`src/rtl/bpw_pkg.sv`:
```
// ----------------------------------------------------------------------------
// Barycentric pixel weights package
// Shared constants, register indexes and pipeline depth helpers.
// ----------------------------------------------------------------------------
package bpw_pkg;

    localparam int COORD_BITS_DEF = 12;
    localparam int FRAC_BITS_DEF  = 16;
    localparam int ATTR_BITS_DEF  = 16;

    localparam int NUM_VERTS     = 3;
    localparam int NUM_EDGES     = 3;
    localparam int CFG_ADDR_BITS = 3;
    // Integer bits of a weight, sign included (Q3.FRAC).
    localparam int INT_BITS      = 4;

    localparam logic [CFG_ADDR_BITS-1:0] REG_VERTEX1_X = 3'd0;
    localparam logic [CFG_ADDR_BITS-1:0] REG_VERTEX1_Y = 3'd1;
    localparam logic [CFG_ADDR_BITS-1:0] REG_VERTEX2_X = 3'd2;
    localparam logic [CFG_ADDR_BITS-1:0] REG_VERTEX2_Y = 3'd3;
    localparam logic [CFG_ADDR_BITS-1:0] REG_VERTEX3_X = 3'd4;
    localparam logic [CFG_ADDR_BITS-1:0] REG_VERTEX3_Y = 3'd5;

    // Edge i runs from vertex EDGE_P[i] to vertex EDGE_Q[i]; its opposite vertex is i.
    localparam int EDGE_P [NUM_EDGES] = '{1, 0, 0};
    localparam int EDGE_Q [NUM_EDGES] = '{2, 2, 1};

    localparam int EDGE_STAGES   = 3;
    localparam int DIV_EXTRA     = 3;
    localparam int INTERP_STAGES = 3;

    function automatic int weight_bits(input int frac);
        return frac + INT_BITS;
    endfunction

    function automatic int lane_latency(input int frac);
        return weight_bits(frac) + DIV_EXTRA;
    endfunction

    function automatic int pipe_latency(input int frac);
        return EDGE_STAGES + lane_latency(frac) + INTERP_STAGES;
    endfunction

endpackage

```
`src/rtl/bpw_interp.sv`:
```
// ----------------------------------------------------------------------------
// Barycentric pixel weights: attribute interpolation and result register
// Multiply, sum, then floor shift with saturation and degenerate masking.
// ----------------------------------------------------------------------------
module bpw_interp #(
    parameter int FRAC_BITS = bpw_pkg::FRAC_BITS_DEF,
    parameter int ATTR_BITS = bpw_pkg::ATTR_BITS_DEF
) (
    input  logic                                               clk,
    input  logic                                               rst_n,
    input  logic                                               in_valid,
    input  logic signed [bpw_pkg::weight_bits(FRAC_BITS)-1:0]  weight_in [bpw_pkg::NUM_VERTS],
    input  logic                                               unit_ok   [bpw_pkg::NUM_VERTS],
    input  logic signed [ATTR_BITS-1:0]                        attr_in   [bpw_pkg::NUM_VERTS],
    input  logic                                               degenerate,
    output logic                                               done,
    output logic signed [bpw_pkg::weight_bits(FRAC_BITS)-1:0]  weight_out [bpw_pkg::NUM_VERTS],
    output logic                                               in_tri,
    output logic signed [ATTR_BITS-1:0]                        attr_interp,
    output logic                                               degenerate_out
);

    localparam int W    = bpw_pkg::weight_bits(FRAC_BITS);
    localparam int MW   = W + ATTR_BITS;
    localparam int SUMW = MW + 2;

    logic                 valid_m_reg;
    logic                 valid_s_reg;
    logic                 done_reg;
    logic signed [MW-1:0] prod_reg [bpw_pkg::NUM_VERTS];
    logic signed [W-1:0]  wm_reg   [bpw_pkg::NUM_VERTS];
    logic signed [W-1:0]  ws_reg   [bpw_pkg::NUM_VERTS];
    logic signed [W-1:0]  wo_reg   [bpw_pkg::NUM_VERTS];
    logic                 in_m_reg;
    logic                 in_s_reg;
    logic                 inside_reg;
    logic signed [SUMW-1:0] sum_reg;
    logic signed [SUMW-1:0] shifted;
    logic signed [ATTR_BITS-1:0] attr_sat;
    logic signed [ATTR_BITS-1:0] attr_reg;
    logic                 degen_reg;

    always_ff @(posedge clk or negedge rst_n)
    begin
        if (!rst_n)
        begin
            valid_m_reg <= 1'b0;
            valid_s_reg <= 1'b0;
            done_reg    <= 1'b0;
        end
        else
        begin
            valid_m_reg <= in_valid;
            valid_s_reg <= valid_m_reg;
            done_reg    <= valid_s_reg;
        end
    end

    always_ff @(posedge clk)
    begin
        for (int i = 0; i < bpw_pkg::NUM_VERTS; i++)
        begin
            prod_reg[i] <= weight_in[i] * attr_in[i];
        end
        wm_reg   <= weight_in;
        in_m_reg <= unit_ok[0] && unit_ok[1] && unit_ok[2];
        sum_reg  <= SUMW'(prod_reg[0]) + SUMW'(prod_reg[1]) + SUMW'(prod_reg[2]);
        ws_reg   <= wm_reg;
        in_s_reg <= in_m_reg;
    end

    // Floor shift, then clamp when the upper bits disagree with the sign.
    assign shifted = sum_reg >>> FRAC_BITS;

    always_comb
    begin
        if ((&shifted[SUMW-1:ATTR_BITS-1]) || !(|shifted[SUMW-1:ATTR_BITS-1]))
        begin
            attr_sat = shifted[ATTR_BITS-1:0];
        end
        else if (shifted[SUMW-1])
        begin
            attr_sat = {1'b1, {(ATTR_BITS-1){1'b0}}};
        end
        else
        begin
            attr_sat = {1'b0, {(ATTR_BITS-1){1'b1}}};
        end
    end

    always_ff @(posedge clk)
    begin
        if (valid_s_reg)
        begin
            degen_reg <= degenerate;
            if (degenerate)
            begin
                for (int i = 0; i < bpw_pkg::NUM_VERTS; i++)
                begin
                    wo_reg[i] <= '0;
                end
                inside_reg <= 1'b0;
                attr_reg   <= '0;
            end
            else
            begin
                wo_reg     <= ws_reg;
                inside_reg <= in_s_reg;
                attr_reg   <= attr_sat;
            end
        end
    end

    assign done           = done_reg;
    assign weight_out     = wo_reg;
    assign in_tri         = inside_reg;
    assign attr_interp    = attr_reg;
    assign degenerate_out = degen_reg;

endmodule

```
`config.mk`:
```
export PLATFORM = sky130hd
export DESIGN_NAME = bpw_interp
export DESIGN_NICKNAME = d
export VERILOG_FILES = /design/src/rtl/bpw_pkg.sv /design/src/rtl/bpw_interp.sv
export SDC_FILE = /design/constraint.sdc
export NUM_CORES = 2
export LEC_CHECK = 0
export BUFFER_PORTS_ARGS = -buffer_cell sky130_fd_sc_hd__buf_2
export CAP_MARGIN = 25
export CORE_MARGIN = 5
export CORE_UTILIZATION = 40
export DETAILED_ROUTE_END_ITERATION = 7
export GPL_TIMING_DRIVEN = 0
export PLACE_DENSITY = 0.63
export SYNTH_ARGS = -nofsm -noshare
export SYNTH_HDL_FRONTEND = slang
export SYNTH_SLANG_ARGS = --single-unit
```
`constraint.sdc`:
```
create_clock -name clk -period 3 [get_ports clk]
set_input_delay 0.6 -clock clk [delete_from_list [all_inputs] [get_ports clk]]
set_output_delay 0.6 -clock clk [all_outputs]
set_load 0.02 [all_outputs]
```
Word level (Yosys, flattened, before mapping)
Memories as Yosys holds them, arrays and structs flattened.
Index checks and enable logic that the tools add are counted.
Storage, ports and cells
  output and inout bits: 79
  input port bits: 115
  RAM bits: 108
  word-level logic and storage cells: 32
  memories: 1
  bits in registers: 241
Operators by class
  multiply operators: 3
  add/subtract/negate cells: 2
  reductions and logical operators: 6
  multiplexer cells: 2
Memories
  prod_reg: depth 3, bits a word 36, rd ports 3, clocked after Yosys merged registers in 0, write ports 3, RTL line bpw_interp.sv:30  | logic signed [MW-1:0] prod_reg [bpw_pkg::NUM_VERTS];
Operator list (number)
  $mul A20 B16 Y36: 3
  $add A37 B36 Y38: 1
  $add A36 B36 Y37: 1
  $mux W16: 2
  $reduce_and A7 Y1: 1
  $reduce_or A7 Y1: 1
  $logic_and A1 B1 Y1: 2
  $logic_not A1 Y1: 1
  $logic_or A1 B1 Y1: 1

Logic depth before layout (Yosys ltp)
  depth after elaboration: 4
  gate-level depth with buffers: 25
  mapped depth without buffers: 23

Worst setup path before layout
No wires, ideal clock.
  path kind: input to register
  start: in weight_in[27] (netlist bit)
  end: mem prod_reg[0][68] (netlist bit)
  library setup time: 0.119 ns
  stages: 24
  buffers on the path: 1
  data required time: 2.881 ns
  path slack: -3.303 ns
  arrival: 6.184 ns
  cells stage by stage: clkbuf_1 nand2_1 fa_1 inv_1 fa_1 inv_1 fa_1 inv_1 fa_1 fa_1 inv_1 fa_1 inv_1 ha_1 nand3_1 nor2_2 nand3_1 or3_1 o32a_1 a211oi_4 a2111oi_4 o31ai_2 a21oi_1 xnor2_1
RTL lines
  from (decl): RTL line bpw_interp.sv:12  | input logic signed [bpw_pkg::weight_bits(FRAC_BITS)-1:0] weight_in [bpw_pkg::NUM_VERTS],
  to (decl): RTL line bpw_interp.sv:30

==> results_dict.tcl <==
set metrics [dict create \
    syn-mean-instance-area_um2 9.93 \
    endpoint_kind "flip-flop" \
    via_per_inst 4.87 \
    nNetsFinal 6359 \
    status "complete, but fails checks" \
    areaGrowthSynthToFinish_pct 23.9 \
    dp_hpwl_mm 99.9 \
    port_buffers 148 \
    core_area_um2 112000 \
    slew_violations 0 \
    antenna_found_initial 4 \
    path_class "in -> reg" \
    grt_pass1_wl_mm 195 \
    worstSetupStartpointType "input pin" \
    relSlewSlack_pct 50.7 \
    layout-drive-gt1-share_pct 21.4 \
    largest_reg_flops 108 \
    grt_overflow_total 0 \
    async_flop_share_pct 0.901 \
    rrSetupSlack_ns -0.17 \
    worstSkewPairLatency_ns 0.61 \
    setup_viol 95 \
    fin_crit_ns 6.19 \
    critPathRequiredTime_ns 3.45 \
    place_congestion 0.930 \
    hold_ws_ns 0.125 \
    dieArea_um2 120000 \
    vias 31600 \
    syn-cell-area_um2 45100 \
    synth_seq_cells 333 \
    fin_ws_ns -3.19 \
    hp-class "in -> reg" \
    clock_sinks 333 \
    grt_max_degree 50 \
    fin_util_pct 49.8 \
    max-clock-path-buffers 3 \
    synth_cell_types 70 \
    cp.arrival_ns 6.63 \
    crit_top_cell "fa_1" \
    grt_pass1_vias 34700 \
    max_freq_ghz 0.162 \
    synth-edff-count 78 \
    hold_viol 0 \
    max_cap_viol_count 0 \
    routed_wl_mm 123 \
    die_y_um 346 \
    drt.antenna.violating_nets 0 \
    die_w_um 346 \
    dominantRegCellSynth "dfxtp_1" \
    htreeDepth 2 \
    cts_tree "built" \
    critPathSlowestCell "fa_1" \
    cts_root_buffer "clkbuf_16" \
    fin_crit_sh_pct 206 \
    worstPathMaxFanout 8 \
    ys_seq_area_share_pct 16.5 \
    seq_area_um2 7470 \
    grtUsageTotal_pct 20.7 \
    row_count 123 \
    drtIter0Drc 1804 \
    firstDrtPassIters 5 \
    path_clk_slew_ns 0.06 \
    rsz0062_at_grt "true" \
    routedWlPerCell_um 18.9 \
    numCtsBuffers 39 \
    postSynthCellCount 4542 \
    ys_warn_count 0 \
    drc 0 \
    initial_core_util_pct 40.2 \
    synth_nets 5952 \
    fillers 10100 \
    failed_checks "negative setup slack" \
    ios 194 \
    multi_input_area_um2 35300 \
    finalClockSkew_ns 0.0528 \
    worstMarginPinSlew_ns 0.739 \
    max_stage_delay_ns 0.56 \
]
==> layout make-up <==
class | count | area share (%)
Multi-Input combinational cell | 2984 | 63.2
Sequential cell | 333 | 13.4
Inverter | 1057 | 7.16
Timing Repair Buffer | 369 | 6.11
Buffer | 165 | 4.21
Tap cell | 1500 | 3.36
Clock buffer | 51 | 2.00
Clock inverter | 21 | 0.576
Antenna cell | 2 | 0.00896
==> path summary, 6_finish.rpt <==
path	startpoint	to	depth (start not counted)
max in group asynchronous	rst_n	valid_s_reg$_DFF_PN0_	2
min in group asynchronous	rst_n	done$_DFF_PN0_	2
setup / recovery	weight_in[23]	prod_reg[0][68]$_DFF_P_	25
setup reg to reg	prod_reg[0][47]$_DFF_P_	sum_reg[36]$_DFF_P_	12
hold reg to reg	wm_reg[20]$_DFF_P_	ws_reg[20]$_DFF_P_	0
hold / removal	weight_in[7]	wm_reg[7]$_DFF_P_	1
==> metal layers <==
| metal | track usage [%] | up-vias | routed length (µm) |
|---|---|---|---|
| met1 | 28.2 | 16300 | 52000 |
| met4 | 5.50 | 0 | 3700 |
| met3 | 4.07 | 196 | 8810 |
| met5 | 0 | - | 0 |
| met2 | 34.1 | 909 | 58000 |
| li1 | - | 14200 | - |
==> cells in the mapped netlist, drive strengths merged, types with 15 or more instances <==
cell type  instances  area (µm²)
o21a              15         113
a21oi            112         572
a211oi            17         145
xnor2            106         928
a21o              44         330
dfxtp            252        5040
nor2b             73         457
xor2              23         201
nor3              18        90.1
nand3             24         120
fa               989       19800
clkbuf           164         616
edfxtp            78        2340
nand2b            21         131
and2             447        2800
inv             1054        3960
nand2            496        1860
o21ai             69         345
ha               306        3830
nor2             116         440
o21bai            20         150
==> cells in the final DEF (no fill, tap or decap), drive strengths merged, types with 5 or more instances in the layout <==
cell type	Yosys	layout
o21a	15	15
bufinv	0	5
nor2b	73	73
xnor2	106	106
dfxtp	252	252
nand3	24	24
or2	8	8
o21bai	20	20
a211oi	17	17
inv	1054	1064
nor3	18	18
o31ai	7	7
clkinv	3	7
and3	9	9
and2	447	447
buf	4	382
a21oi	112	112
xor2	23	23
nand2	496	496
or3	9	9
edfxtp	78	78
a21o	44	44
a31oi	9	9
nand2b	21	21
o21ai	69	69
fa	989	989
clkbuf	164	202
ha	306	306
nor2	116	116
nand4	5	5
==> cells by family after synthesis <==
group                    after synthesis  synth area share, %
AO/OA/AOI/OAI                        326                 4.66
XOR/XNOR                             129                 2.51
adder cells (fa/ha/maj)             1295                 52.4
buffers and inverters               1225                 10.2
flip-flops                           333                 16.5
AND/OR/NAND/NOR                     1234                 13.7
==> metrics by stage <==
stage / area (µm²) / cells / TNS [ns] / worst slack (ns)
final: 55800 / 6482 / -193.11 / -3.19
after detailed placement: 49500 / 6195 / -278.32 / -4.25
after CTS: 54200 / 6396 / -184.52 / -3.09
after global routing: 55800 / 6480 / -206.49 / -3.31
after global placement: 49400 / 6190 / -334.18 / -4.23
after floorplan: 46800 / 4542 / -195.20 / -3.15
==> worst max-delay path, delay by kind of cell <==
family                   cells  cell delay [ns]
buffers and inverters        7             0.81
AO/OA/AOI/OAI                5             1.01
AND/OR/NAND/NOR              5             0.76
adder cells (fa/ha/maj)      7             3.33
XOR/XNOR                     1             0.12
==> what timing repair did <==
action,4_1_cts,5_1_grt
hold endpoints to repair,3,0
hold buffers,1,0
cloned,2,0
gates resized for setup,518,305
buffers inserted,129,93
setup endpoints to repair,104,104
pin swaps,188,238
Power is not shown: default switching activity piles up to over one toggle a cycle in this logic, so the estimate is an artifact.
