[src/rtl/bpw_pkg.sv]
// ----------------------------------------------------------------------------
// Barycentric pixel weights package
// Shared constants, register indexes and pipeline depth helpers.
// ----------------------------------------------------------------------------
package bpw_pkg;

    localparam int COORD_BITS_DEF = 12;
    localparam int FRAC_BITS_DEF  = 16;
    localparam int ATTR_BITS_DEF  = 16;

    localparam int NUM_VERTS     = 3;
    localparam int NUM_EDGES     = 3;
    localparam int CFG_ADDR_BITS = 3;
    // Integer bits of a weight, sign included (Q3.FRAC).
    localparam int INT_BITS      = 4;

    localparam logic [CFG_ADDR_BITS-1:0] REG_VERTEX1_X = 3'd0;
    localparam logic [CFG_ADDR_BITS-1:0] REG_VERTEX1_Y = 3'd1;
    localparam logic [CFG_ADDR_BITS-1:0] REG_VERTEX2_X = 3'd2;
    localparam logic [CFG_ADDR_BITS-1:0] REG_VERTEX2_Y = 3'd3;
    localparam logic [CFG_ADDR_BITS-1:0] REG_VERTEX3_X = 3'd4;
    localparam logic [CFG_ADDR_BITS-1:0] REG_VERTEX3_Y = 3'd5;

    // Edge i runs from vertex EDGE_P[i] to vertex EDGE_Q[i]; its opposite vertex is i.
    localparam int EDGE_P [NUM_EDGES] = '{1, 0, 0};
    localparam int EDGE_Q [NUM_EDGES] = '{2, 2, 1};

    localparam int EDGE_STAGES   = 3;
    localparam int DIV_EXTRA     = 3;
    localparam int INTERP_STAGES = 3;

    function automatic int weight_bits(input int frac);
        return frac + INT_BITS;
    endfunction

    function automatic int lane_latency(input int frac);
        return weight_bits(frac) + DIV_EXTRA;
    endfunction

    function automatic int pipe_latency(input int frac);
        return EDGE_STAGES + lane_latency(frac) + INTERP_STAGES;
    endfunction

endpackage

[src/rtl/bpw_edge.sv]
// ----------------------------------------------------------------------------
// Barycentric pixel weights: edge function evaluation
// Three stages: pivot offsets, cross products, difference.
// ----------------------------------------------------------------------------
module bpw_edge #(
    parameter int COORD_BITS = bpw_pkg::COORD_BITS_DEF,
    parameter int ATTR_BITS  = bpw_pkg::ATTR_BITS_DEF
) (
    input  logic                           clk,
    input  logic                           rst_n,
    input  logic                           in_valid,
    input  logic signed [COORD_BITS-1:0]   pixel_x,
    input  logic signed [COORD_BITS-1:0]   pixel_y,
    input  logic signed [ATTR_BITS-1:0]    attr_in   [bpw_pkg::NUM_VERTS],
    input  logic signed [COORD_BITS-1:0]   piv_x     [bpw_pkg::NUM_EDGES],
    input  logic signed [COORD_BITS-1:0]   piv_y     [bpw_pkg::NUM_EDGES],
    input  logic signed [COORD_BITS:0]     edge_dx   [bpw_pkg::NUM_EDGES],
    input  logic signed [COORD_BITS:0]     edge_dy   [bpw_pkg::NUM_EDGES],
    output logic                           out_valid,
    output logic signed [2*COORD_BITS+2:0] edge_val  [bpw_pkg::NUM_EDGES],
    output logic signed [ATTR_BITS-1:0]    attr_out  [bpw_pkg::NUM_VERTS]
);

    localparam int DW = COORD_BITS + 1;
    localparam int PW = 2 * COORD_BITS + 2;
    localparam int EW = 2 * COORD_BITS + 3;
    localparam int NS = bpw_pkg::EDGE_STAGES;

    logic                 valid_reg [NS];
    logic signed [ATTR_BITS-1:0] attr_reg [NS][bpw_pkg::NUM_VERTS];
    logic signed [DW-1:0] dx_reg [bpw_pkg::NUM_EDGES];
    logic signed [DW-1:0] dy_reg [bpw_pkg::NUM_EDGES];
    logic signed [PW-1:0] pa_reg [bpw_pkg::NUM_EDGES];
    logic signed [PW-1:0] pb_reg [bpw_pkg::NUM_EDGES];
    logic signed [EW-1:0] e_reg  [bpw_pkg::NUM_EDGES];

    always_ff @(posedge clk or negedge rst_n)
    begin
        if (!rst_n)
        begin
            for (int s = 0; s < NS; s++)
            begin
                valid_reg[s] <= 1'b0;
            end
        end
        else
        begin
            valid_reg[0] <= in_valid;
            for (int s = 1; s < NS; s++)
            begin
                valid_reg[s] <= valid_reg[s-1];
            end
        end
    end

    always_ff @(posedge clk)
    begin
        attr_reg[0] <= attr_in;
        for (int s = 1; s < NS; s++)
        begin
            attr_reg[s] <= attr_reg[s-1];
        end
        for (int i = 0; i < bpw_pkg::NUM_EDGES; i++)
        begin
            dx_reg[i] <= DW'(pixel_x) - DW'(piv_x[i]);
            dy_reg[i] <= DW'(pixel_y) - DW'(piv_y[i]);
            pa_reg[i] <= edge_dy[i] * dx_reg[i];
            pb_reg[i] <= edge_dx[i] * dy_reg[i];
            e_reg[i]  <= EW'(pa_reg[i]) - EW'(pb_reg[i]);
        end
    end

    assign out_valid = valid_reg[NS-1];
    assign edge_val  = e_reg;
    assign attr_out  = attr_reg[NS-1];

endmodule

[config.mk]
export PLATFORM = sky130hd
export DESIGN_NAME = bpw_edge
export DESIGN_NICKNAME = d
export VERILOG_FILES = /design/src/rtl/bpw_pkg.sv /design/src/rtl/bpw_edge.sv
export SDC_FILE = /design/constraint.sdc
export NUM_CORES = 2
export LEC_CHECK = 0
export ABC_AREA = 1
export BUFFER_PORTS_ARGS = -buffer_cell sky130_fd_sc_hd__buf_4
export CAP_MARGIN = 5
export CORE_MARGIN = 1
export CORE_UTILIZATION = 61
export CTS_CLUSTER_DIAMETER = 150
export CTS_CLUSTER_SIZE = 28
export DETAILED_ROUTE_END_ITERATION = 12
export HOLD_SLACK_MARGIN = 0.12
export PLACE_DENSITY = 0.91
export RECOVER_POWER = 25
export SETUP_SLACK_MARGIN = 0.4
export SYNTH_ARGS = -nofsm -noshare
export SYNTH_HDL_FRONTEND = slang
export SYNTH_SLANG_ARGS = --single-unit
[constraint.sdc]
create_clock -name clk -period 6.4 [get_ports clk]
set_input_delay 0.96 -clock clk [delete_from_list [all_inputs] [get_ports clk]]
set_output_delay 0.96 -clock clk [all_outputs]
set_load 0.01 [all_outputs]
After elaboration in Yosys (flattened, before gate mapping)
Memories as Yosys holds them, arrays and structs flattened.
Index checks and enable logic that the tools add are counted.
{ "word_totals": {"reg_bits": 84, "ram_bits": 378, "input_bits": 225, "output_inout_bits": 130, "word_cells": 26, "memories": 5} }
{ "classes": {"addsub": 9, "multipliers": 6} }
{ "mem_list": {"columns": ["memory", "depth", "width", "rd", "rd_clocked_by_memory_dff", "write_ports", "line_no", "rtl"], "rows": [
  ["attr_reg", 3, 48, 3, 0, 3, "bpw_edge.sv:30", "logic signed [ATTR_BITS-1:0] attr_reg [NS][bpw_pkg::NUM_VERTS];"],
  ["pa_reg", 3, 26, 3, 0, 3, "bpw_edge.sv:33", "logic signed [PW-1:0] pa_reg [bpw_pkg::NUM_EDGES];"],
  ["pb_reg", 3, 26, 3, 0, 3, "bpw_edge.sv:34", "logic signed [PW-1:0] pb_reg [bpw_pkg::NUM_EDGES];"],
  ["dx_reg", 3, 13, 3, 0, 3, "bpw_edge.sv:31", "logic signed [DW-1:0] dx_reg [bpw_pkg::NUM_EDGES];"],
  ["dy_reg", 3, 13, 3, 0, 3, "bpw_edge.sv:32", "logic signed [DW-1:0] dy_reg [bpw_pkg::NUM_EDGES];"]
]} }
{ "ops": {"columns": ["cell", "count"], "rows": [
  ["$mul 13x13->26", 6],
  ["$sub 26x26->27", 3],
  ["$sub 12x12->13", 6]
]} }

Longest topological paths before layout
{ "logic_depth": {"ltp_word": 1, "depth_mapped": 27, "depth_no_buf": 26} }

Least setup slack after synthesis
Ideal clock, no wire load.
{ "synth_timing": {"kind": "input -> register", "from": "input port edge_dx[38] (netlist bit)", "to": "memory pb_reg[0][25] (netlist bit)", "setup_ps": 116, "t_arrival_ps": 5631, "t_required_ps": 6284, "setup_slack_ps": 652, "path_stages": 23, "cell_sequence": "clkbuf_1 > nand2_1 > fa_1 > inv_1 > fa_1 > inv_1 > fa_1 > inv_1 > fa_1 > inv_1 > fa_1 > inv_1 > ha_1 > ha_1 > nand2_1 > inv_1 > nand2_1 > nor3_1 > nand2_1 > nor2_1 > nor2_1 > nand2_1 > nand2_1"} }
{ "synth_lines": {"columns": ["element", "line_no", "rtl"], "rows": [
  ["start: declaration", "bpw_edge.sv:17", "input logic signed [COORD_BITS:0] edge_dx [bpw_pkg::NUM_EDGES],"],
  ["end: declaration", "bpw_edge.sv:34", null]
]} }

==> qor.csv <==
stage;metric;value;unit
outcome;status;finished, final reports clean;
clock_tree;post_cts_buffers;0;
worst_setup_path;worstPathRequired;6980;ps
global_routing;grt_util_all_layers;0.3160;
finish;design_area;0.06329;mm²
logic_synthesis;synth_nets;9206;
floorplanning;core;0.09558;mm²
detailed_routing;post-route-drc-count;0;
logic_synthesis;synth-main-ff-cell;dfxtp_1;
global_routing;grt_max_degree;30;
detailed_routing;routedWlPerCell;17.02;µm
global_routing;grt_pass1_wl;248900;µm
sta;fmax;174.5;MHz
sta;hold_viol;0;
detailed_routing;drt_first_pass_iters;9;
place;gp_congestion;0.9850;
sta;setup_tns;0;ps
clock_tree;clk_pin_slew_worst_paths;130;ps
worst_setup_path;critPathKind;flip-flop to flip-flop;
detailed_routing;ant_nets;0;
floorplanning;num_rows;113;
sta;timing.final.crit_share;0.8953;
logic_synthesis;synth_area;0.05923;mm²
clock_tree;cts_tree;yes;
finish;utilization;0.6622;
clock_tree;cts_buffers;22;
clock_tree;cts_root_buffer;clkbuf_16;
sta;slew_headroom;0.5345;
sta;fin_skew;47.43;ps
worst_setup_path;start_kind;flip-flop;
sta;finalHoldWorstSlack;333.8;ps
logic_synthesis;yosys_warnings;0;
global_routing;grt_antenna_before_repair;4;
floorplanning;start_util;0.6197;
sta;finalCriticalPeriod;5730;ps
place;portBuffers;354;
job;drv_cap;0;
clock_tree;clk_latency;630;ps
logic_synthesis;synthCells;7448;
detailed_routing;dr.first_iter.drc_count;3705;
floorplanning;dieHeight;313.6;µm
logic_synthesis;synth_edf_count;0;
logic_synthesis;synth-seq-cells;462;
clock_tree;cts_sinks;462;
place;hpwl;128600;µm
worst_setup_path;arrival;6310;ps
sta;worst_pin_slew;697.3;ps
finish;drive_above_1_share;0.06125;
detailed_routing;drt_wl_total;151600;µm
detailed_routing;vias;47781;
sta;rsz0062_at_grt;false;
detailed_routing;viasPerCell;5.364;
worst_setup_path;end_kind;flip-flop;
floorplanning;die_area;0.09835;mm²
logic_synthesis;synth-seq-area-share;0.1564;
logic_synthesis;netlist-cell-type-count;40;
sta;slew_viol_final;0;
sta;setup_violations;0;
place;post_dp_cell_area;0.06262;mm²
worst_setup_path;worstPathMaxFanout;13;
global_routing;overflow;0;
worst_hold_path;min_path_type;flip-flop to flip-flop;
clock_tree;htreeDepth;1;
logic_synthesis;avgSynthCellArea;7.953;µm²
logic_synthesis;synthArstFlopShare;0.006494;
floorplanning;die_x;313.6;µm
finish;areaGrowthSynthToFinish;6.844;%
finish;largest_reg_flops;144;
finish;num-nets-final;9393;
floorplanning;io_pins;355;
clock_tree;cts_buffer_depth;3;
global_routing;grt_pass1_vias;51018;
cells by family after synthesis:
| group | Yosys count | share of synthesized area |
|---|---|---|
| AND/OR/NAND/NOR | 2533 | 0.1741 |
| adder cells (fa/ha/maj) | 1533 | 0.4482 |
| XOR/XNOR | 221 | 0.03268 |
| flip-flops | 462 | 0.1564 |
| buffers and inverters | 2178 | 0.1411 |
| AO/OA/AOI/OAI | 521 | 0.04765 |
repair_timing:
item,4_1_cts,5_1_grt
hold endpoints to repair,3,0
gates resized for setup,0,2
endpoints found under the setup margin,0,3
hold buffers,1,0
cells in the mapped netlist, types with 9 or more instances:
| cell | n | share of area |
|---|---|---|
| xnor2_1 | 79 | 0.012 |
| nand3_1 | 202 | 0.017 |
| buf_4 | 48 | 0.0061 |
| xor2_1 | 142 | 0.021 |
| o21bai_1 | 22 | 0.0028 |
| nand2_1 | 1822 | 0.12 |
| ha_1 | 552 | 0.12 |
| nand2_2 | 12 | 0.0013 |
| nor2_1 | 317 | 0.020 |
| inv_1 | 1971 | 0.12 |
| nand4_1 | 82 | 0.0087 |
| nor2_2 | 9 | 0.00095 |
| fa_1 | 981 | 0.33 |
| and2_1 | 9 | 0.00095 |
| nor3_1 | 25 | 0.0021 |
| dfxtp_1 | 459 | 0.16 |
| a21oi_1 | 288 | 0.024 |
| nand3b_1 | 16 | 0.0020 |
| a21o_1 | 18 | 0.0023 |
| o21ai_2 | 13 | 0.0019 |
| clkbuf_1 | 155 | 0.0098 |
| o21ai_0 | 147 | 0.012 |
| or2_2 | 18 | 0.0019 |
per-layer routing:
layer	wire (µm)	vias up	GRT usage	part of all wire
met1	56670	22848	0.3814	0.37
li1	-	22209	-	-
met5	31	-	0	0.00020
met3	10410	565	0.03754	0.069
met4	8627	4	0.1622	0.057
met2	75810	2155	0.5555	0.50
cell type report:
| class | count | area, µm² |
|---|---|---|
| antenna | 1 | 2.502 |
| clock buffer | 24 | 558.0 |
| clock inverter | 6 | 103.9 |
| fill | 7775 | 32290 |
| inverter | 1974 | 7410 |
| multi-input combinational | 4808 | 41610 |
| sequential | 462 | 9266 |
| tap | 1265 | 1583 |
| timing repair buffer | 367 | 2750 |
placed cells by master, fill, tap and decap left out, types with 13 or more instances in the layout:
cell type	instances
a21o_1	18
a21oi_1	288
buf_4	316
clkbuf_16	22
clkbuf_4	48
dfxtp_1	457
fa_1	981
ha_1	552
inv_1	1971
nand2_1	1822
nand3_1	202
nand3b_1	16
nand4_1	82
nor2_1	317
nor3_1	25
o21ai_0	147
o21ai_2	13
o21bai_1	22
or2_2	18
xnor2_1	79
xor2_1	142
critical path: stages (launching register included):
cell,delay (ps)
dfxtp_1,780
nand2_1,290
fa_1,610
inv_1,130
fa_1,620
inv_1,130
fa_1,500
inv_1,50
fa_1,510
fa_1,430
ha_1,290
ha_1,410
nand2_1,130
inv_1,70
nand2_1,70
nor3_1,230
nand4_1,180
nand3_1,130
nand2_1,60
nand2_1,80
final timing paths:
| kind | end | from | slack, ps | depth (start not counted) |
|---|---|---|---|---|
| min in group asynchronous | valid_reg[1]$_DFF_PN0_ | rst_n | 660 | 2 |
| setup / recovery | pa_reg[0][23]$_DFF_P_ | dx_reg[0][4]$_DFF_P_ | 670 | 19 |
| setup reg to reg | pa_reg[0][23]$_DFF_P_ | dx_reg[0][4]$_DFF_P_ | 670 | 19 |
| hold reg to reg | attr_reg[0][96]$_DFF_P_ | attr_reg[0][48]$_DFF_P_ | 330 | 0 |
| max in group asynchronous | valid_reg[2]$_DFF_PN0_ | rst_n | 5580 | 2 |
| hold / removal | attr_reg[0][96]$_DFF_P_ | attr_reg[0][48]$_DFF_P_ | 330 | 0 |
per-stage QoR:
stage,setup slack (ps),cells
after CTS,674.2,8906
after global placement,490.5,8875
after detailed placement,406.2,8875
after floorplan,652.4,7448
final,670.2,8907
after global routing,413.0,8907
Power is left out: the tool's default activity adds up to more than one toggle a clock period on the data nets, which glitch-free logic cannot reach.
