### src/rtl/bpw_pkg.sv
// ----------------------------------------------------------------------------
// Barycentric pixel weights package
// Shared constants, register indexes and pipeline depth helpers.
// ----------------------------------------------------------------------------
package bpw_pkg;

    localparam int COORD_BITS_DEF = 12;
    localparam int FRAC_BITS_DEF  = 16;
    localparam int ATTR_BITS_DEF  = 16;

    localparam int NUM_VERTS     = 3;
    localparam int NUM_EDGES     = 3;
    localparam int CFG_ADDR_BITS = 3;
    // Integer bits of a weight, sign included (Q3.FRAC).
    localparam int INT_BITS      = 4;

    localparam logic [CFG_ADDR_BITS-1:0] REG_VERTEX1_X = 3'd0;
    localparam logic [CFG_ADDR_BITS-1:0] REG_VERTEX1_Y = 3'd1;
    localparam logic [CFG_ADDR_BITS-1:0] REG_VERTEX2_X = 3'd2;
    localparam logic [CFG_ADDR_BITS-1:0] REG_VERTEX2_Y = 3'd3;
    localparam logic [CFG_ADDR_BITS-1:0] REG_VERTEX3_X = 3'd4;
    localparam logic [CFG_ADDR_BITS-1:0] REG_VERTEX3_Y = 3'd5;

    // Edge i runs from vertex EDGE_P[i] to vertex EDGE_Q[i]; its opposite vertex is i.
    localparam int EDGE_P [NUM_EDGES] = '{1, 0, 0};
    localparam int EDGE_Q [NUM_EDGES] = '{2, 2, 1};

    localparam int EDGE_STAGES   = 3;
    localparam int DIV_EXTRA     = 3;
    localparam int INTERP_STAGES = 3;

    function automatic int weight_bits(input int frac);
        return frac + INT_BITS;
    endfunction

    function automatic int lane_latency(input int frac);
        return weight_bits(frac) + DIV_EXTRA;
    endfunction

    function automatic int pipe_latency(input int frac);
        return EDGE_STAGES + lane_latency(frac) + INTERP_STAGES;
    endfunction

endpackage

### src/rtl/bpw_div.sv
// ----------------------------------------------------------------------------
// Barycentric pixel weights: weight divider lane
// Pipelined restoring divide, one quotient bit per stage, with saturation.
// ----------------------------------------------------------------------------
module bpw_div #(
    parameter int EDGE_BITS = 2 * bpw_pkg::COORD_BITS_DEF + 3,
    parameter int FRAC_BITS = bpw_pkg::FRAC_BITS_DEF
) (
    input  logic                                               clk,
    input  logic signed [EDGE_BITS-1:0]                        edge_val,
    input  logic signed [EDGE_BITS-1:0]                        divisor,
    output logic signed [bpw_pkg::weight_bits(FRAC_BITS)-1:0]  weight,
    output logic                                               unit_ok
);

    localparam int W  = bpw_pkg::weight_bits(FRAC_BITS);
    localparam int EB = EDGE_BITS;
    localparam int IB = bpw_pkg::INT_BITS;

    logic [EB-1:0] emag_reg;
    logic [EB-1:0] dmag_reg;
    logic          eneg_reg;
    logic          dneg_reg;
    logic          ezero_reg;

    logic [EB-1:0] rem_reg  [W+1];
    logic [EB-1:0] dm_reg   [W+1];
    logic [W-1:0]  quo_reg  [W+1];
    logic [IB-1:0] elo_reg  [W+1];
    logic          neg_reg  [W+1];
    logic          ovf_reg  [W+1];
    logic          unit_reg [W+1];

    logic signed [W-1:0] weight_reg;
    logic                unit_out_reg;

    // Split into sign and magnitude.
    always_ff @(posedge clk)
    begin
        eneg_reg  <= edge_val[EB-1];
        dneg_reg  <= divisor[EB-1];
        ezero_reg <= (edge_val == '0);
        emag_reg  <= edge_val[EB-1] ? EB'(-edge_val) : EB'(edge_val);
        dmag_reg  <= divisor[EB-1] ? EB'(-divisor) : EB'(divisor);
    end

    // Overflow when the quotient reaches 2^W, range test, first remainder.
    always_ff @(posedge clk)
    begin
        ovf_reg[0]  <= {{IB{1'b0}}, emag_reg} >= {dmag_reg, {IB{1'b0}}};
        unit_reg[0] <= (ezero_reg || (eneg_reg == dneg_reg)) && (emag_reg <= dmag_reg);
        neg_reg[0]  <= eneg_reg ^ dneg_reg;
        rem_reg[0]  <= emag_reg >> IB;
        dm_reg[0]   <= dmag_reg;
        elo_reg[0]  <= emag_reg[IB-1:0];
        quo_reg[0]  <= '0;
    end

    for (genvar s = 0; s < W; s++)
    begin : g_step
        localparam int K = W - 1 - s;
        logic          nb;
        logic [EB:0]   trial;
        logic [EB:0]   diff;
        logic          take;

        if (K >= FRAC_BITS)
        begin : g_num
            assign nb = elo_reg[s][K-FRAC_BITS];
        end
        else
        begin : g_zero
            assign nb = 1'b0;
        end

        assign trial = {rem_reg[s], nb};
        assign diff  = trial - {1'b0, dm_reg[s]};
        assign take  = (trial >= {1'b0, dm_reg[s]});

        always_ff @(posedge clk)
        begin
            rem_reg[s+1]  <= take ? diff[EB-1:0] : trial[EB-1:0];
            quo_reg[s+1]  <= {quo_reg[s][W-2:0], take};
            dm_reg[s+1]   <= dm_reg[s];
            elo_reg[s+1]  <= elo_reg[s];
            neg_reg[s+1]  <= neg_reg[s];
            ovf_reg[s+1]  <= ovf_reg[s];
            unit_reg[s+1] <= unit_reg[s];
        end
    end

    // Apply sign and clamp to the weight range.
    always_ff @(posedge clk)
    begin
        unit_out_reg <= unit_reg[W];
        if (neg_reg[W])
        begin
            if (ovf_reg[W] || (quo_reg[W] > {1'b1, {(W-1){1'b0}}}))
            begin
                weight_reg <= {1'b1, {(W-1){1'b0}}};
            end
            else
            begin
                weight_reg <= ~quo_reg[W] + W'(1);
            end
        end
        else
        begin
            if (ovf_reg[W] || quo_reg[W][W-1])
            begin
                weight_reg <= {1'b0, {(W-1){1'b1}}};
            end
            else
            begin
                weight_reg <= quo_reg[W];
            end
        end
    end

    assign weight  = weight_reg;
    assign unit_ok = unit_out_reg;

endmodule

### config.mk
export PLATFORM = sky130hd
export DESIGN_NAME = bpw_div
export DESIGN_NICKNAME = d
export VERILOG_FILES = /design/src/rtl/bpw_pkg.sv /design/src/rtl/bpw_div.sv
export SDC_FILE = /design/constraint.sdc
export NUM_CORES = 2
export LEC_CHECK = 0
export BUFFER_PORTS_ARGS = -buffer_cell sky130_fd_sc_hd__clkbuf_2
export CORE_MARGIN = 3
export CORE_UTILIZATION = 57
export CTS_CLUSTER_SIZE = 14
export DETAILED_ROUTE_END_ITERATION = 8
export PLACE_DENSITY = 0.76
export SLEW_MARGIN = 20
export SYNTH_ARGS = -nofsm -noshare
export SYNTH_HDL_FRONTEND = slang
export SYNTH_SLANG_ARGS = --single-unit
### constraint.sdc
create_clock -name clk -period 3.45 [get_ports clk]
set_input_delay 0.345 -clock clk [delete_from_list [all_inputs] [get_ports clk]]
set_output_delay 0.345 -clock clk [all_outputs]
set_load 0.03 [all_outputs]
=== Yosys cells after proc, flatten, opt, wreduce, memory -nomap -nowiden ===
Memory sizes are Yosys's and may differ from the RTL's. A register that Yosys moved wholly into a read port is not among the register bits.
Cells that the tools add are included.

* Output and inout port bits: 21
* Logic and storage cells: 94
* Bits of input ports: 55
* Memories: 7
* Register bits after elaboration: 77
* Memory bits (writable): 1,701

* Bitwise logic cells: 2
* Reductions and logical operators: 5
* Equal/unequal tests: 1
* Mux-type cells: 25
* Magnitude comparators: 23
* Add/subtract/negate cells: 23

{| class="wikitable"
|+ Memories
! name !! words !! width !! read ports !! clocked after Yosys merged registers in !! wr ports !! RTL line !! RTL
|-
| dm_reg || 21 || 27 || 20 || 0 || 21 || bpw_div.sv:27 || <nowiki>logic [EB-1:0] dm_reg [W+1];</nowiki>
|-
| rem_reg || 21 || 27 || 20 || 0 || 21 || bpw_div.sv:26 || <nowiki>logic [EB-1:0] rem_reg [W+1];</nowiki>
|-
| quo_reg || 21 || 20 || 21 || 0 || 21 || bpw_div.sv:28 || <nowiki>logic [W-1:0] quo_reg [W+1];</nowiki>
|-
| elo_reg || 21 || 4 || 20 || 0 || 21 || bpw_div.sv:29 || <nowiki>logic [IB-1:0] elo_reg [W+1];</nowiki>
|-
| neg_reg || 21 || 1 || 21 || 0 || 21 || bpw_div.sv:30 || <nowiki>logic neg_reg [W+1];</nowiki>
|-
| ovf_reg || 21 || 1 || 21 || 0 || 21 || bpw_div.sv:31 || <nowiki>logic ovf_reg [W+1];</nowiki>
|-
| 1 more memories || -- || -- || -- || -- || -- || -- ||
|}

{| class="wikitable"
|+ Operators with widths
! cell !! count
|-
| >= comparator 28 x 27 -> 1 bit || 20
|-
| two-way mux 27 bit || 20
|-
| subtractor 27 bit || 20
|-
| two-way mux 20 bit || 3
|-
| negator 27 bit || 2
|-
| two-way mux 26 bit || 2
|-
| >= comparator 27 x 31 -> 1 bit || 1
|-
| less-or-equal comparator 27 bit || 1
|-
| logical NOT 27 bit || 1
|-
| adder 20 x 1 -> 20 bit (second input constant) || 1
|-
| greater-than comparator 20 bit (second input constant) || 1
|-
| NOT 20 bit || 1
|-
| logical OR 1 bit || 3
|-
| equality test 1 bit || 1
|-
| logical AND 1 bit || 1
|-
| bitwise XOR 1 bit || 1
|}

=== Depth between registers and ports, before layout ===
An unclocked memory read counts as a cell.

* Word-level depth: 5
* Gate-level depth with buffers: 16
* Depth with buffers taken out: 14

=== Worst setup path after synthesis ===
No wires, ideal clock.

* Kind: register to register
* Start point: mem dm_reg[4][0] in the netlist's numbering
* End point: mem rem_reg[17][10] in the netlist's numbering
* Required time: 3.329 ns
* Arrival time: 3.259 ns
* Setup slack: 0.070 ns
* Path buffers: 1
* Library setup time: 0.121 ns
* Clock period less this slack: 3.380 ns
* Cell stages (with the launch flop): 14
* Cell sequence: dfxtp_1 inv_1 fa_1 a21oi_1 o21ai_0 a21oi_1 o21bai_1 a31oi_1 o21ai_0 a21boi_0 o31ai_1 a41oi_2 buf_4 mux2_2

{| class="wikitable"
|+ RTL lines
! what !! RTL line
|-
| start, declared || bpw_div.sv:27
|-
| end, declared || bpw_div.sv:26
|}

==> summary.txt <==
Routing
  – Drt first pass iters: 6
  – Antenna-violating nets left: 0
  – Vias: roughly 48,000
  – Via density: roughly 5.6
  – Total Wirelength: around 150 mm
  – Drc violations: 0
  – Number of DRC markers in iteration 0: 3,326
  – Wire per inst: between 15 and 20 microns

Clocking
  – TritonCTS clock tree: yes
  – CTS H-tree depth: 4
  – Cts bufs inserted: roughly 150
  – Clk buf depth: 3
  – Clk slew on worst S/H paths: 60 ps
  – Skew-Pair Late Insertion Delay: roughly 750 ps
  – Clk root buf: clkbuf_16
  – Clock Sinks: roughly 1,400

Timing
  – Period utilisation layout: a little over nine tenths
  – F_max: approximately 300 MHz
  – Worst-Margin Slew: approximately 1100 ps
  – Setup TNS: 0 ps
  – Slew HR: between 20% and 30%
  – Final Max Slew Viols: 0
  – Minimum clock period: around 3400 ps
  – # setup viols final: 0
  – Final hold viol count: 0
  – Hold Slack: between 150 and 200 ps
  – Worst Clk Skew: around 23 ps
  – Unrepaired setup endpoints after global routing: true

Power and ir drop
  – Peak VDD IR: between 0.0006 and 0.0007 V
  – Flop pwr share: between 30% and 40%
  – Pwr Density: around 1100 nW/um^2
  – Sw Ratio: a little under two fifths
  – Pleak: between 30 and 40 nW
  – Clock group share of total power: around 20%
  – Total Power: 0.0806 W
  – Net Switching: around 0.03 W
  – Logic pwr share: between 40% and 50%
  – Int Power: 0.0503 W

Finish
  – Number of flip-flops in the largest register: 540
  – Net count, final: about 7,700
  – Most frequent cells in the layout: dfxtp_1 (1,429), inv_1 (708), ha_1 (585)
  – Most common cell after layout, fill and taps aside: dfxtp_1
  – Reg area: 28,800 sq um
  – Final Cell Area: 73,900 sq um
  – Number of fill cells: 8,421
  – Finished Layout Cells: 8,611
  – Share of cells above drive strength 1: between 10% and 20%
  – Synthesis-to-layout area growth: 15.5%
  – Area of the multi-input gates: approximately 33,000 sq um

Synthesis
  – Post-Syn Area: around 64,000 sq um
  – Post-synth ARST share: 0%
  – Mapped Avg Cell Area: around 9.6 sq um
  – Number of synthesized flops with an enable pin: 0
  – Predominant post-synthesis flop cell: dfxtp_1
  – Yosys cell types: 90
  – Cells after Synth: between 6,000 and 7,000
  – Mapped Nets: roughly 7,300
  – Register area share after synthesis: 45.0%
  – Synthesized flop and latch total: ~1,400
  – Ys Warns: 0

Worst hold path
  – Worst min-delay path class: primary input to flop
  – Hold Path Depth: 1

Floorplan
  – Ports: 76
  – Die Area: 116,000 sq um
  – Die extent in x: about 340 microns
  – Row count: between 100 and 150
  – Die Y: about 340 microns
  – Starting density of the core: between 50 and 60%
  – Core ar.: approximately 110,000 sq um

Critical path
  – R2r setup slk: approximately 46 ps
  – Worst Setup SP: elo_reg[0][3]
  – R2R Path Start: elo_reg[0][3]
  – Worst reg2reg path depth: 16
  – Worst setup path end: rem_reg[1][11]
  – Arrival time worst endpoint: between 4000 and 5000 ps
  – CP max FO: 6
  – Endpoint class of the critical path: flop
  – Reg-to-reg endpoint: rem_reg[1][11]
  – CP startpoint kind: flop
  – WP data required: 4080 ps
  – CP Class: flop to flop

Job
  – Max_cap viols: 0

Global route
  – Overflow after GRT: 0
  – Largest net degree at the start of global routing: 45
  – Vias in the first global route: roughly 48,000
  – GRT Util Overall: roughly 25%
  – Initial antenna violation count: 3
  – First-pass GRT wire length: 242 mm

Run status
  – Status: finished clean

Placed design
  – Area after DPL: 67,100 sq um
  – Port Buffers: 75
  – Cell Count Post-Placement: 8,238
  – GPL Wtd Cong: roughly 0.89
  – HPWL Detailed: 109 mm
## Yosys cell counts, drive strengths merged (35+ instances only)
library cell     n  area (sq um)
a211oi          37           283
a21o           285          2140
a21oi          475          2380
a31oi           58           363
and3            60           375
clkbuf          88           330
dfxtp         1437         28800
ha             589          7370
inv            716          2690
mux2           248          2790
nand2          370          1390
nand2b          83           519
nand3           94           470
nand4           80           500
nor2           344          1290
nor2b           63           394
nor3            88           457
o21a            72           541
o21ai          398          2000
o21bai          56           420
o31ai           53           398
or3             35           224
xnor2          297          2600
xor2           169          1480
## cell type report
| class | count | share of cell area, % |
|---|---|---|
| flip-flops and latches | 1437 | 39.0 |
| multi-input cells | 4360 | 44.1 |
| repair buffers | 352 | 4.03 |
| diodes | 1 | 0.00339 |
| inverters | 716 | 3.64 |
| well taps | 1488 | 2.52 |
| clock buffers | 210 | 5.82 |
| clock inverters | 47 | 0.940 |
## power by group through the flow
stage / Combinational [W] / Clock [W] / Sequential [W]
global route: 0.0434 / 0.0172 / 0.0256
finish: 0.0391 / 0.0163 / 0.0252
CTS: 0.0380 / 0.0165 / 0.0252
detailed placement: 0.0371 / 0 / 0.0255
global placement: 0.0361 / 0 / 0.0255
floorplan: 0.0287 / 0 / 0.0241
## metrics by stage
step	util (%)	setup slack (ps)
floorplan	-	70.1
global placement	60.5	12.3
detailed placement	60.5	-233
CTS	65.9	-20.9
global route	66.6	-76.6
finish	66.6	46.5
## metal layers
| layer | wire, microns | global-route usage, % | up-vias |
|---|---|---|---|
| met2 | 75400 | 45.6 | 1224 |
| met3 | 7040 | 3.52 | 323 |
| met5 | 13 | 0 | - |
| li1 | - | - | 23800 |
| met4 | 4880 | 8.44 | 2 |
| met1 | 63900 | 30.9 | 22800 |
## worst max-delay path, cell delays in order (launching register included)
cell	delay (ps)
dfxtp_1	310
inv_2	80
ha_4	140
inv_2	40
fa_2	360
a21o_1	170
a21o_1	180
a21boi_2	220
o31ai_4	90
o41ai_2	260
buf_4	210
o221ai_4	120
a221oi_4	310
a2111oi_4	170
clkbuf_16	200
clkbuf_16	160
mux2_2	260
## how the worst min path moves through the flow
stage                         end  slack [ps]     startpoint
global route             dneg_reg         150    divisor[26]
finish                   dneg_reg         160    divisor[26]
floorplan           elo_reg[0][4]         310  elo_reg[0][0]
CTS                      dneg_reg          80    divisor[26]
detailed placement  ovf_reg[2][4]         310  ovf_reg[2][3]
global placement     unit_reg[20]         310   unit_reg[19]
## kinds of logic after synthesis
| family | synth area share, % |
|---|---|
| multiplexers | 4.46 |
| XOR/XNOR | 6.38 |
| buffers and inverters | 5.00 |
| adder cells (fa/ha/maj) | 12.1 |
| flip-flops | 45.0 |
| AO/OA/AOI/OAI | 16.7 |
| AND/OR/NAND/NOR | 10.3 |
## what timing repair did
item                       4_1_cts  5_1_grt
setup endpoints to repair      111      372
pin swaps                       14       41
buffers inserted                 9       22
gates cloned                     4        6
hold endpoints to repair        55        0
gates resized for setup         26      100
hold buffers                    75        0
Note: power is estimated with default switching activity, not from simulation.
